## config.mk

```make
export PLATFORM = sky130hd
export DESIGN_NAME = rank_compression
export DESIGN_NICKNAME = d
export VERILOG_FILES = /design/src/hdl/rc_pkg.sv /design/src/hdl/rc_store.sv /design/src/hdl/rc_rank_unit.sv /design/src/hdl/rank_compression.sv
export SDC_FILE = /design/constraint.sdc
export NUM_CORES = 2
export LEC_CHECK = 0
export ABC_CLOCK_PERIOD_IN_PS = 5600
export BUFFER_PORTS_ARGS = -buffer_cell sky130_fd_sc_hd__buf_2
export CAP_MARGIN = 5
export CORE_AREA = 2 2 479 528
export CTS_CLUSTER_SIZE = 24
export DETAILED_ROUTE_END_ITERATION = 8
export DIE_AREA = 0 0 481 530
export PLACE_DENSITY = 0.54
export RECOVER_POWER = 100
export SETUP_SLACK_MARGIN = 0.5
export SLEW_MARGIN = 15
export SYNTH_ARGS = -nofsm -noshare
export SYNTH_HDL_FRONTEND = slang
export SYNTH_SLANG_ARGS = --single-unit
```

## constraint.sdc

```tcl
create_clock -name clk -period 5.6 [get_ports clk]
set_clock_uncertainty 0.15 [all_clocks]
set_input_delay 0.84 -clock clk [delete_from_list [all_inputs] [get_ports clk]]
set_output_delay 0.84 -clock clk [all_outputs]
set_load 0.01 [all_outputs]
```

## src/hdl/rc_pkg.sv

```systemverilog
// ----------------------------------------------------------------------------
// rc_pkg
// Shared widths and types for the rank compression block.
// ----------------------------------------------------------------------------
package rc_pkg;

  // fixed field widths of the payload
  localparam int VALUE_W = 32;
  localparam int POS_W   = 6;
  localparam int RANK_W  = 7;

  // status from the rank unit to the sequencer
  typedef struct packed {
    logic              done;
    logic [RANK_W-1:0] rank;
  } rc_rank_stat_t;

endpackage

```

## src/hdl/rc_store.sv

```systemverilog
// ----------------------------------------------------------------------------
// rc_store
// Value store: one write port, two registered read ports.
// ----------------------------------------------------------------------------
module rc_store #(
  parameter int DEPTH = 64,
  parameter int AW    = 6
) (
  input  logic                              clk,
  input  logic                              wr_en,
  input  logic [AW-1:0]                     wr_addr,
  input  logic signed [rc_pkg::VALUE_W-1:0] wr_data,
  input  logic [AW-1:0]                     rd_addr_a,
  output logic signed [rc_pkg::VALUE_W-1:0] rd_data_a,
  input  logic [AW-1:0]                     rd_addr_b,
  output logic signed [rc_pkg::VALUE_W-1:0] rd_data_b
);

  logic signed [rc_pkg::VALUE_W-1:0] mem [DEPTH];

  // write port
  always_ff @(posedge clk) begin
    if (wr_en) begin
      mem[wr_addr] <= wr_data;
    end
  end

  // registered read ports
  always_ff @(posedge clk) begin
    rd_data_a <= mem[rd_addr_a];
    rd_data_b <= mem[rd_addr_b];
  end

endmodule

```

## src/hdl/rc_rank_unit.sv

```systemverilog
// ----------------------------------------------------------------------------
// rc_rank_unit
// Sweeps the store for one entry and counts the entries ranked below it.
// ----------------------------------------------------------------------------
module rc_rank_unit #(
  parameter int AW = 6,
  parameter int CW = 7
) (
  input  logic                              clk,
  input  logic                              rst,
  input  logic                              start,
  input  logic [AW-1:0]                     emit_idx,
  input  logic [AW-1:0]                     last_idx,
  output logic [AW-1:0]                     cmp_addr,
  input  logic signed [rc_pkg::VALUE_W-1:0] mine_data,
  input  logic signed [rc_pkg::VALUE_W-1:0] other_data,
  output rc_pkg::rc_rank_stat_t             stat
);

  localparam int RW = rc_pkg::RANK_W;

  logic          active;
  logic          issued_all;
  logic [AW-1:0] issue_idx;
  logic          pipe_vld;
  logic [AW-1:0] pipe_idx;
  logic [CW-1:0] acc;
  logic [CW-1:0] acc_next;
  logic          below;
  logic          done;
  logic [RW-1:0] rank;

  assign cmp_addr = issue_idx;

  // smaller value, or equal value at an earlier position
  assign below = (other_data < mine_data) ||
                 ((other_data == mine_data) && (pipe_idx < emit_idx));
  assign acc_next = (pipe_vld && below) ? acc + 1'b1 : acc;

  // read issue and compare pipeline
  always_ff @(posedge clk) begin
    if (rst) begin
      active     <= 1'b0;
      issued_all <= 1'b0;
      issue_idx  <= '0;
      pipe_vld   <= 1'b0;
      done       <= 1'b0;
    end else if (start) begin
      active     <= 1'b1;
      issued_all <= 1'b0;
      issue_idx  <= '0;
      pipe_vld   <= 1'b0;
      done       <= 1'b0;
    end else begin
      pipe_vld <= active && !issued_all;
      done     <= 1'b0;
      if (active && !issued_all) begin
        if (issue_idx == last_idx) begin
          issued_all <= 1'b1;
        end else begin
          issue_idx <= issue_idx + 1'b1;
        end
      end
      if (pipe_vld && (pipe_idx == last_idx)) begin
        active <= 1'b0;
        done   <= 1'b1;
      end
    end
  end

  // payload: compare index, accumulator and final rank
  always_ff @(posedge clk) begin
    pipe_idx <= issue_idx;
    if (start) begin
      acc <= CW'(1);
    end else begin
      acc <= acc_next;
    end
    if (pipe_vld && (pipe_idx == last_idx)) begin
      rank <= RW'(acc_next);
    end
  end

  assign stat.done = done;
  assign stat.rank = rank;

endmodule

```

## src/hdl/rank_compression.sv

```systemverilog
// ----------------------------------------------------------------------------
// rank_compression
// Loads a set of signed values and returns each one with its rank, in load
// order; equal values are ranked by position.
// ----------------------------------------------------------------------------
//  channel  | valid        | stall        | fields
//  ---------+--------------+--------------+----------------------------------
//  item     | item_valid   | item_stall   | value, last_item
//  result   | result_valid | result_stall | position, value_out, rank,
//           |              |              | overflow, last_result
//
// loading takes one item per cycle while item_stall is low; items beyond MAX_COUNT are dropped
// each result of a set passes through a start state, a sweep (one store read
// per compared entry through the second read port, then the registered read
// and the compare) and a state that transfers the result
// item_stall is high from the last item of a set until its final result
// has been transferred; a stalled result holds the sequencer in place
// synchronous reset clears the sequencer, counts and flags; no store clear
// ----------------------------------------------------------------------------
module rank_compression #(
  parameter int MAX_COUNT = 64
) (
  input  logic                               clk,
  input  logic                               rst,
  input  logic                               item_valid,
  output logic                               item_stall,
  input  logic signed [rc_pkg::VALUE_W-1:0]  value,
  input  logic                               last_item,
  output logic                               result_valid,
  input  logic                               result_stall,
  output logic [rc_pkg::POS_W-1:0]           position,
  output logic signed [rc_pkg::VALUE_W-1:0]  value_out,
  output logic [rc_pkg::RANK_W-1:0]          rank,
  output logic                               overflow,
  output logic                               last_result
);

  localparam int AW = (MAX_COUNT > 1) ? $clog2(MAX_COUNT) : 1;
  localparam int CW = $clog2(MAX_COUNT + 1);
  localparam int PW = rc_pkg::POS_W;

  typedef enum logic [3:0] {
    S_LOAD  = 4'b0001,
    S_START = 4'b0010,
    S_SWEEP = 4'b0100,
    S_EMIT  = 4'b1000
  } state_t;

  state_t                            state;
  logic [CW-1:0]                     item_count;
  logic                              overflow_flag;
  logic [AW-1:0]                     emit_idx;
  logic [AW-1:0]                     last_idx;
  logic                              in_xfer;
  logic                              out_xfer;
  logic                              store_wr;
  logic signed [rc_pkg::VALUE_W-1:0] mine_data;
  logic signed [rc_pkg::VALUE_W-1:0] other_data;
  logic [AW-1:0]                     cmp_addr;
  rc_pkg::rc_rank_stat_t             stat;

  assign item_stall = (state != S_LOAD);
  assign in_xfer    = item_valid && !item_stall;
  assign out_xfer   = result_valid && !result_stall;
  assign store_wr   = in_xfer && (item_count < CW'(MAX_COUNT));
  assign last_idx   = AW'(item_count - 1'b1);

  rc_store #(
    .DEPTH (MAX_COUNT),
    .AW    (AW)
  ) u_store (
    .clk       (clk),
    .wr_en     (store_wr),
    .wr_addr   (AW'(item_count)),
    .wr_data   (value),
    .rd_addr_a (emit_idx),
    .rd_data_a (mine_data),
    .rd_addr_b (cmp_addr),
    .rd_data_b (other_data)
  );

  rc_rank_unit #(
    .AW (AW),
    .CW (CW)
  ) u_rank (
    .clk        (clk),
    .rst        (rst),
    .start      (state == S_START),
    .emit_idx   (emit_idx),
    .last_idx   (last_idx),
    .cmp_addr   (cmp_addr),
    .mine_data  (mine_data),
    .other_data (other_data),
    .stat       (stat)
  );

  // sequencer, counts and flags
  always_ff @(posedge clk) begin
    if (rst) begin
      state         <= S_LOAD;
      item_count    <= '0;
      overflow_flag <= 1'b0;
      emit_idx      <= '0;
      result_valid  <= 1'b0;
    end else begin
      unique case (state)
        S_LOAD: begin
          if (in_xfer) begin
            if (store_wr) begin
              item_count <= item_count + 1'b1;
            end else begin
              overflow_flag <= 1'b1;
            end
            if (last_item) begin
              emit_idx <= '0;
              state    <= S_START;
            end
          end
        end
        S_START: begin
          state <= S_SWEEP;
        end
        S_SWEEP: begin
          if (stat.done) begin
            result_valid <= 1'b1;
            state        <= S_EMIT;
          end
        end
        S_EMIT: begin
          if (out_xfer) begin
            result_valid <= 1'b0;
            if (emit_idx == last_idx) begin
              item_count    <= '0;
              overflow_flag <= 1'b0;
              emit_idx      <= '0;
              state         <= S_LOAD;
            end else begin
              emit_idx <= emit_idx + 1'b1;
              state    <= S_START;
            end
          end
        end
        default: begin
          state <= S_LOAD;
        end
      endcase
    end
  end

  // result register, loaded when a sweep finishes
  always_ff @(posedge clk) begin
    if ((state == S_SWEEP) && stat.done) begin
      position    <= PW'(emit_idx);
      value_out   <= mine_data;
      rank        <= stat.rank;
      overflow    <= overflow_flag;
      last_result <= (emit_idx == last_idx);
    end
  end

`ifndef SYNTH
  // items are only taken while no result is pending
  assert property (@(posedge clk) disable iff (rst) !item_stall |-> !result_valid)
    else $error("item taken while a result is pending");

  // a finished sweep only arrives while the sequencer waits for it
  assert property (@(posedge clk) disable iff (rst) stat.done |-> (state == S_SWEEP))
    else $error("rank unit finished outside a sweep");

  // the stored count never exceeds the capacity
  assert property (@(posedge clk) disable iff (rst) item_count <= CW'(MAX_COUNT))
    else $error("item count beyond capacity");

  // the final result of a set leaves the block ready for a new set
  assert property (@(posedge clk) disable iff (rst)
    (out_xfer && last_result) |=> ((item_count == '0) && !overflow_flag))
    else $error("set not cleared after its final result");
`endif

endmodule

```

Word-level counts from Yosys, hierarchy flattened
Memories as Yosys holds them, arrays and structs flattened. A register that Yosys moved wholly into a read port is not among the register bits.
Index checks and enable logic that the tools add are counted.
- register bits: 96
- bits in latches: 0
- memory bits (writable): 2048
- memory bits (read-only): 0
- input port bits: 37
- output and inout port bits: 49
- logic and storage cells: 97
- memories kept: 1
- add/sub/neg operators: 5
- multipliers: 0
- div/mod/pow operators: 0
- $lt $le $gt $ge: 3
- eq/ne operators: 16
- shifts and indexed selects: 0
- mux-type cells: 30
- bitwise logic cells: 1
- reductions and logical operators: 23
- memories (name ; words ; bits a word ; rd ports ; clocked after memory_dff ; wr ports ; line ; text):
    u_store.mem ; 64 ; 32 ; 2 ; 2 ; 1 ; rc_store.sv:19 ; logic signed [rc_pkg::VALUE_W-1:0] mem [DEPTH];
- operators with widths (operator ; count):
    $mux W7 ; 5
    $eq A32 B32 Y1 ; 1
    $lt A32 B32 Y1 ; 1
    $mux W6 ; 4
    $eq A6 B6 Y1 ; 3
    $mux W4 ; 4
    $pmux W4 S4 ; 1
    $add A7 B1 Y7 const B ; 2
    $pmux W7 S2 ; 1
    $add A6 B1 Y6 const B ; 2
    $ne A2 B2 Y1 const B ; 6
    $pmux W6 S2 ; 1
    $mux W1 ; 11
    $reduce_and A5 Y1 ; 2
    $logic_and A1 B1 Y1 ; 8
    $reduce_and A4 Y1 ; 2
    $lt A7 B7 Y1 const B ; 1
    $lt A6 B6 Y1 ; 1
    $reduce_bool A2 Y1 ; 3
    $sub A6 B1 Y6 const B ; 1
    $eq A4 B1 Y1 const B ; 1
    $eq A4 B2 Y1 const B ; 1
    $eq A4 B3 Y1 const B ; 1
    $eq A4 B4 Y1 const B ; 1
    other kinds (10) ; 14

Logic depth before layout (Yosys ltp)
- word-level depth: 7
- mapped depth: 12
- depth with buffers taken out: 11

Cells and area by module
A second synthesis with hierarchy kept.
- cell total of the unflattened synthesis: 4843
- area, all modules: 100426.3 µm²
- modules (own cells, without submodules) (module ; times used ; cells an instance ; area each (µm²) ; seq. area each (µm²)):
    rc_store ; 1 ; 4412 ; 95660.5 ; 62780.2
    rank_compression ; 1 ; 190 ; 2603.7 ; 1791.7
    rc_rank_unit ; 1 ; 241 ; 2162.1 ; 670.6

Worst setup path after synthesis
Ideal clock, no wire load.
- path kind: input to register
- start point: in item_valid
- end point: mem u_store.mem[0][0] (netlist bit) (enable)
- library setup time: 502 ps
- data arrival time: 4006 ps
- required time: 4948 ps
- setup slack: 942 ps
- cell stages on the path: 2
- path buffers: 0
- cells stage by stage: nand2_1 > nor4_1
- cells in the longest elaborated chain, start to end: 4
- ends and longest elaborated chain (element ; line ; text):
    start, declared ; rank_compression.sv:25 ; input logic item_valid,
    $logic_and A1 B1 Y1 ; rank_compression.sv:63 ; assign in_xfer = item_valid && !item_stall;
    $logic_and A1 B1 Y1 ; rank_compression.sv:65 ; assign store_wr = in_xfer && (item_count < CW'(MAX_COUNT));
    $mux W1 ; rc_store.sv:23 ; if (wr_en) begin
    $mux W1 (not written as such) ; rc_store.sv:24 ; mem[wr_addr] <= wr_data;
    end, declared ; rc_store.sv:19 ;
Every way passes these cells.

Worst setup path after layout
- start point: reg state[1]
- end point: mem u_store.mem[0][15] (netlist bit) (enable)
- cells in the longest elaborated chain, start to end: 6
- ends and longest elaborated chain (element ; line ; text):
    start, declared ; rank_compression.sv:49 ; state_t state;
    start signal, assigned ; rank_compression.sv:100 ; state <= S_LOAD;
    start signal, assigned ; rank_compression.sv:116 ; state <= S_START;
    start signal, assigned ; rank_compression.sv:121 ; state <= S_SWEEP;
    $ne A4 B1 Y1 ; rank_compression.sv:62 ; assign item_stall = (state != S_LOAD);
    $logic_not A1 Y1 ; rank_compression.sv:63 ;
    $logic_and A1 B1 Y1 ; rank_compression.sv:63 ;
    $logic_and A1 B1 Y1 ; rank_compression.sv:65 ;
    $mux W1 ; rc_store.sv:23 ;
    $mux W1 (not written as such) ; rc_store.sv:24 ;
Every way passes these cells.

==> run_results.csv <==
group,metric,value,unit
clocking,cts_buffers,231,
power,combPwrFrac,4.6,%
global_routing,grt_pass1_wl,427500,µm
layout,final_cell_area,112200,µm²
layout,final_common_cell,"edfxtp_1",
synth,ys_ff_latch,2208,
global_routing,grt_pass1_vias,52382,
global_routing,grt.total_usage,24.19,%
floorplanning,die_w,481,µm
power,p_clk_share,43.8,%
setup_path,critPathArrivalTime,5.26,ns
power,vdd_ir_drop_max,0.2733,mV
run_status,violations,"max-capacitance violations, max-slew violations",
clocking,cts_resized,0,
synth,ys_warn_count,0,
power,p_leak,32.63,nW
setup_path,crit_path_end_kind,"register",
synth,yosysUniqueCellTypes,50,
power,switching_share,21.42,%
setup_path,critPathLaunchType,"register",
route,antenna_left,0,
floorplanning,dieArea,254900,µm²
clocking,htree_levels,4,
setup_path,critPathKind,"register to register",
synth,synth_ff_type,"edfxtp_1",
place,globalplace.congestion,0.8080,
sta,setup_ws,0.5854,ns
sta,period_share,89.55,%
layout,mostFrequentLayoutCells,"edfxtp_1, mux4_2, clkbuf_16, clkbuf_1, dfxtp_1",
setup_path,startpoint,"state[1]",
clocking,clk_latency,0.90,ns
job,drv_cap,90,
global_routing,gr-total-overflow,0,
synth,synth_edf_count,2102,
setup_path,cp_slowest_cell,"clkbuf_1",
synth,netlist_area,99280,µm²
setup_path,crit_required,5.84,ns
route,drt-total-wl,308000,µm
sta,final.setup.tns,0,ns
floorplanning,row_count,193,
floorplanning,io_pins,86,
power,p_int,27.87,mW
route,wl_per_cell,38.68,µm
global_routing,grt_antenna_before_repair,18,
route,drt-pass1-iter-count,6,
sta,worst_slew_pin_slew,3.799,ns
layout,syn_to_final_growth,13.04,%
global_routing,grt_max_degree,69,
clocking,cts_root_buffer,"clkbuf_16",
floorplanning,die_h,530,µm
layout,drive_gt1_share,40.10,%
place,numPortBuffers,85,
hold_path,holdCritPathClass,"primary input to register",
place,placed_cell_area,105400,µm²
sta,hold_viol_final,0,
synth,syn_nets,4336,
setup_path,r2r_start,"state[1]",
clocking,cts_tree,"done",
place,dpl.hpwl,187100,µm
setup_path,cp_cell_sequence,"nor2_1, nand2_1, nor2_1, nand2_1, nor4_1, clkbuf_1",
power,power.share.sequential,51.6,%
sta,period_needed,5.015,ns
sta,rsz0062_at_grt,"no",
sta,drv_slew,3091,
layout,final_util,44.86,%
route,drc,0,
synth,async_flop_share,0,%
synth,syn_area_per_cell,23.32,µm²
power,switchingPower,7.597,mW
run_status,status,"complete, but fails checks",
clocking,cts_sinks,2208,
route,vias,50416,
clocking,cts_setup_buffers,0,
clocking,clockBufferDepth,4,
sta,report.final.setup_viol,0,
route,drtIter0Drc,6314,
route,viasPerCell,6.331,
clocking,postCtsHoldBufs,0,
synth,syn_inst,4257,
synth,seq_area_frac_synth,65.72,%
sta,slew_headroom,-153.2,%
setup_path,r2r_slack,0.59,ns
power,p_total,35.47,mW
setup_path,slowest_delay,2.70,ns
power,powerDensity,316.1,nW/µm²
place,pre_cts_ws,1.318,ns
layout,fin_nets,4526,
clocking,clk_pin_slew,0.07,ns
sta,max_freq,0.1994,GHz
setup_path,crit_fanout,27,
hold_path,min_from,"rst",
floorplanning,start_util,39.68,%
floorplanning,core_area,250200,µm²
[power by group through the flow]
stage | registers (mW) | logic, mW | clock network [mW]
6_report | 18.3 | 1.63 | 15.5
5_1_grt | 18.3 | 1.74 | 16.4
4_1_cts | 18.3 | 1.67 | 15.8
3_5_place_dp | 18.6 | 1.67 | 0
3_3_place_gp | 18.6 | 1.66 | 0
2_1_floorplan | 18.6 | 0.996 | 0
[cell usage after synthesis (all sizes together), types with 3 or more instances]
library cell	n	share of area [%]
or3	3	0.019
mux2i	4	0.040
nand3b	5	0.038
and4	3	0.026
inv	43	0.16
xnor2	24	0.21
nor4b	3	0.026
nor3	6	0.035
nor2b	3	0.019
nand2b	11	0.069
buf	132	0.67
nor2	97	0.37
ha	42	0.53
clkbuf	183	0.69
nand4	17	0.11
edfxtp	2102	64
mux4	1344	30
dfxtp	106	2.1
nand2	35	0.13
nand3	12	0.060
o21ai	7	0.039
a21o	3	0.023
a21oi	26	0.13
a211oi	3	0.023
xor2	19	0.18
[flip-flops by register name, indices dropped and copies added, names as in the netlist]
name and flops:
emit_idx 6, state 4, u_rank.acc 7, u_rank.pipe_idx 6, overflow 1, u_rank.pipe_vld 1
u_rank.active 1, u_store.mem 2048, position 6, item_count 7, u_store.rd_data_b 32, rank 7
u_rank.done 1, u_store.rd_data_a 32, last_result 1, overflow_flag 1, u_rank.issued_all 1, u_rank.rank 7
result_valid 1, u_rank.cmp_addr 6, value_out 32
[path summary, 6_finish.rpt]
kind | end | cells past startpoint
worst max-delay path | u_store.mem[0][15] | 6
worst min-delay path | overflow_flag | 2
worst max register to register | u_store.mem[0][15] | 6
worst min register to register | rank[2] | 0
[kinds of logic after synthesis]
group,share of synthesized area (%)
buf+inv,1.526
mux,30.54
fa+ha+maj,0.5293
flops,65.72
xor+xnor,0.3869
simple gates,0.9982
compound gates,0.2987
[layout make-up]
class	count	area, µm²
sequential	2208	65250
antenna	10	25.02
timing repair buffer	272	2320
tap	3315	4148
clock inverter	145	1489
inverter	44	176.4
clock buffer	279	6043
fill	21015	138000
multi-input combinational	1690	32770
[routing by layer]
metal,track usage (%),wire length (µm)
met5,0,24
met4,6.508,9284
met3,4.309,22690
met2,40.42,154100
met1,32.77,121900
[worst max-delay path: cells and delay by family, from the launching register on]
family,cells,cell delay (ns)
DFF,1,0.36
buffers and inverters,1,2.70
and+or+nand+nor,5,1.23
[metrics by stage]
stage | instances | hold WS, ns
floorplan | 4257 | 0.1790
global placement | 7525 | 0.2527
detailed placement | 7526 | 0.2552
CTS | 7950 | 0.02175
global route | 7955 | 0.08174
finish | 7963 | 0.1014
(Power assumes the default switching activity.)
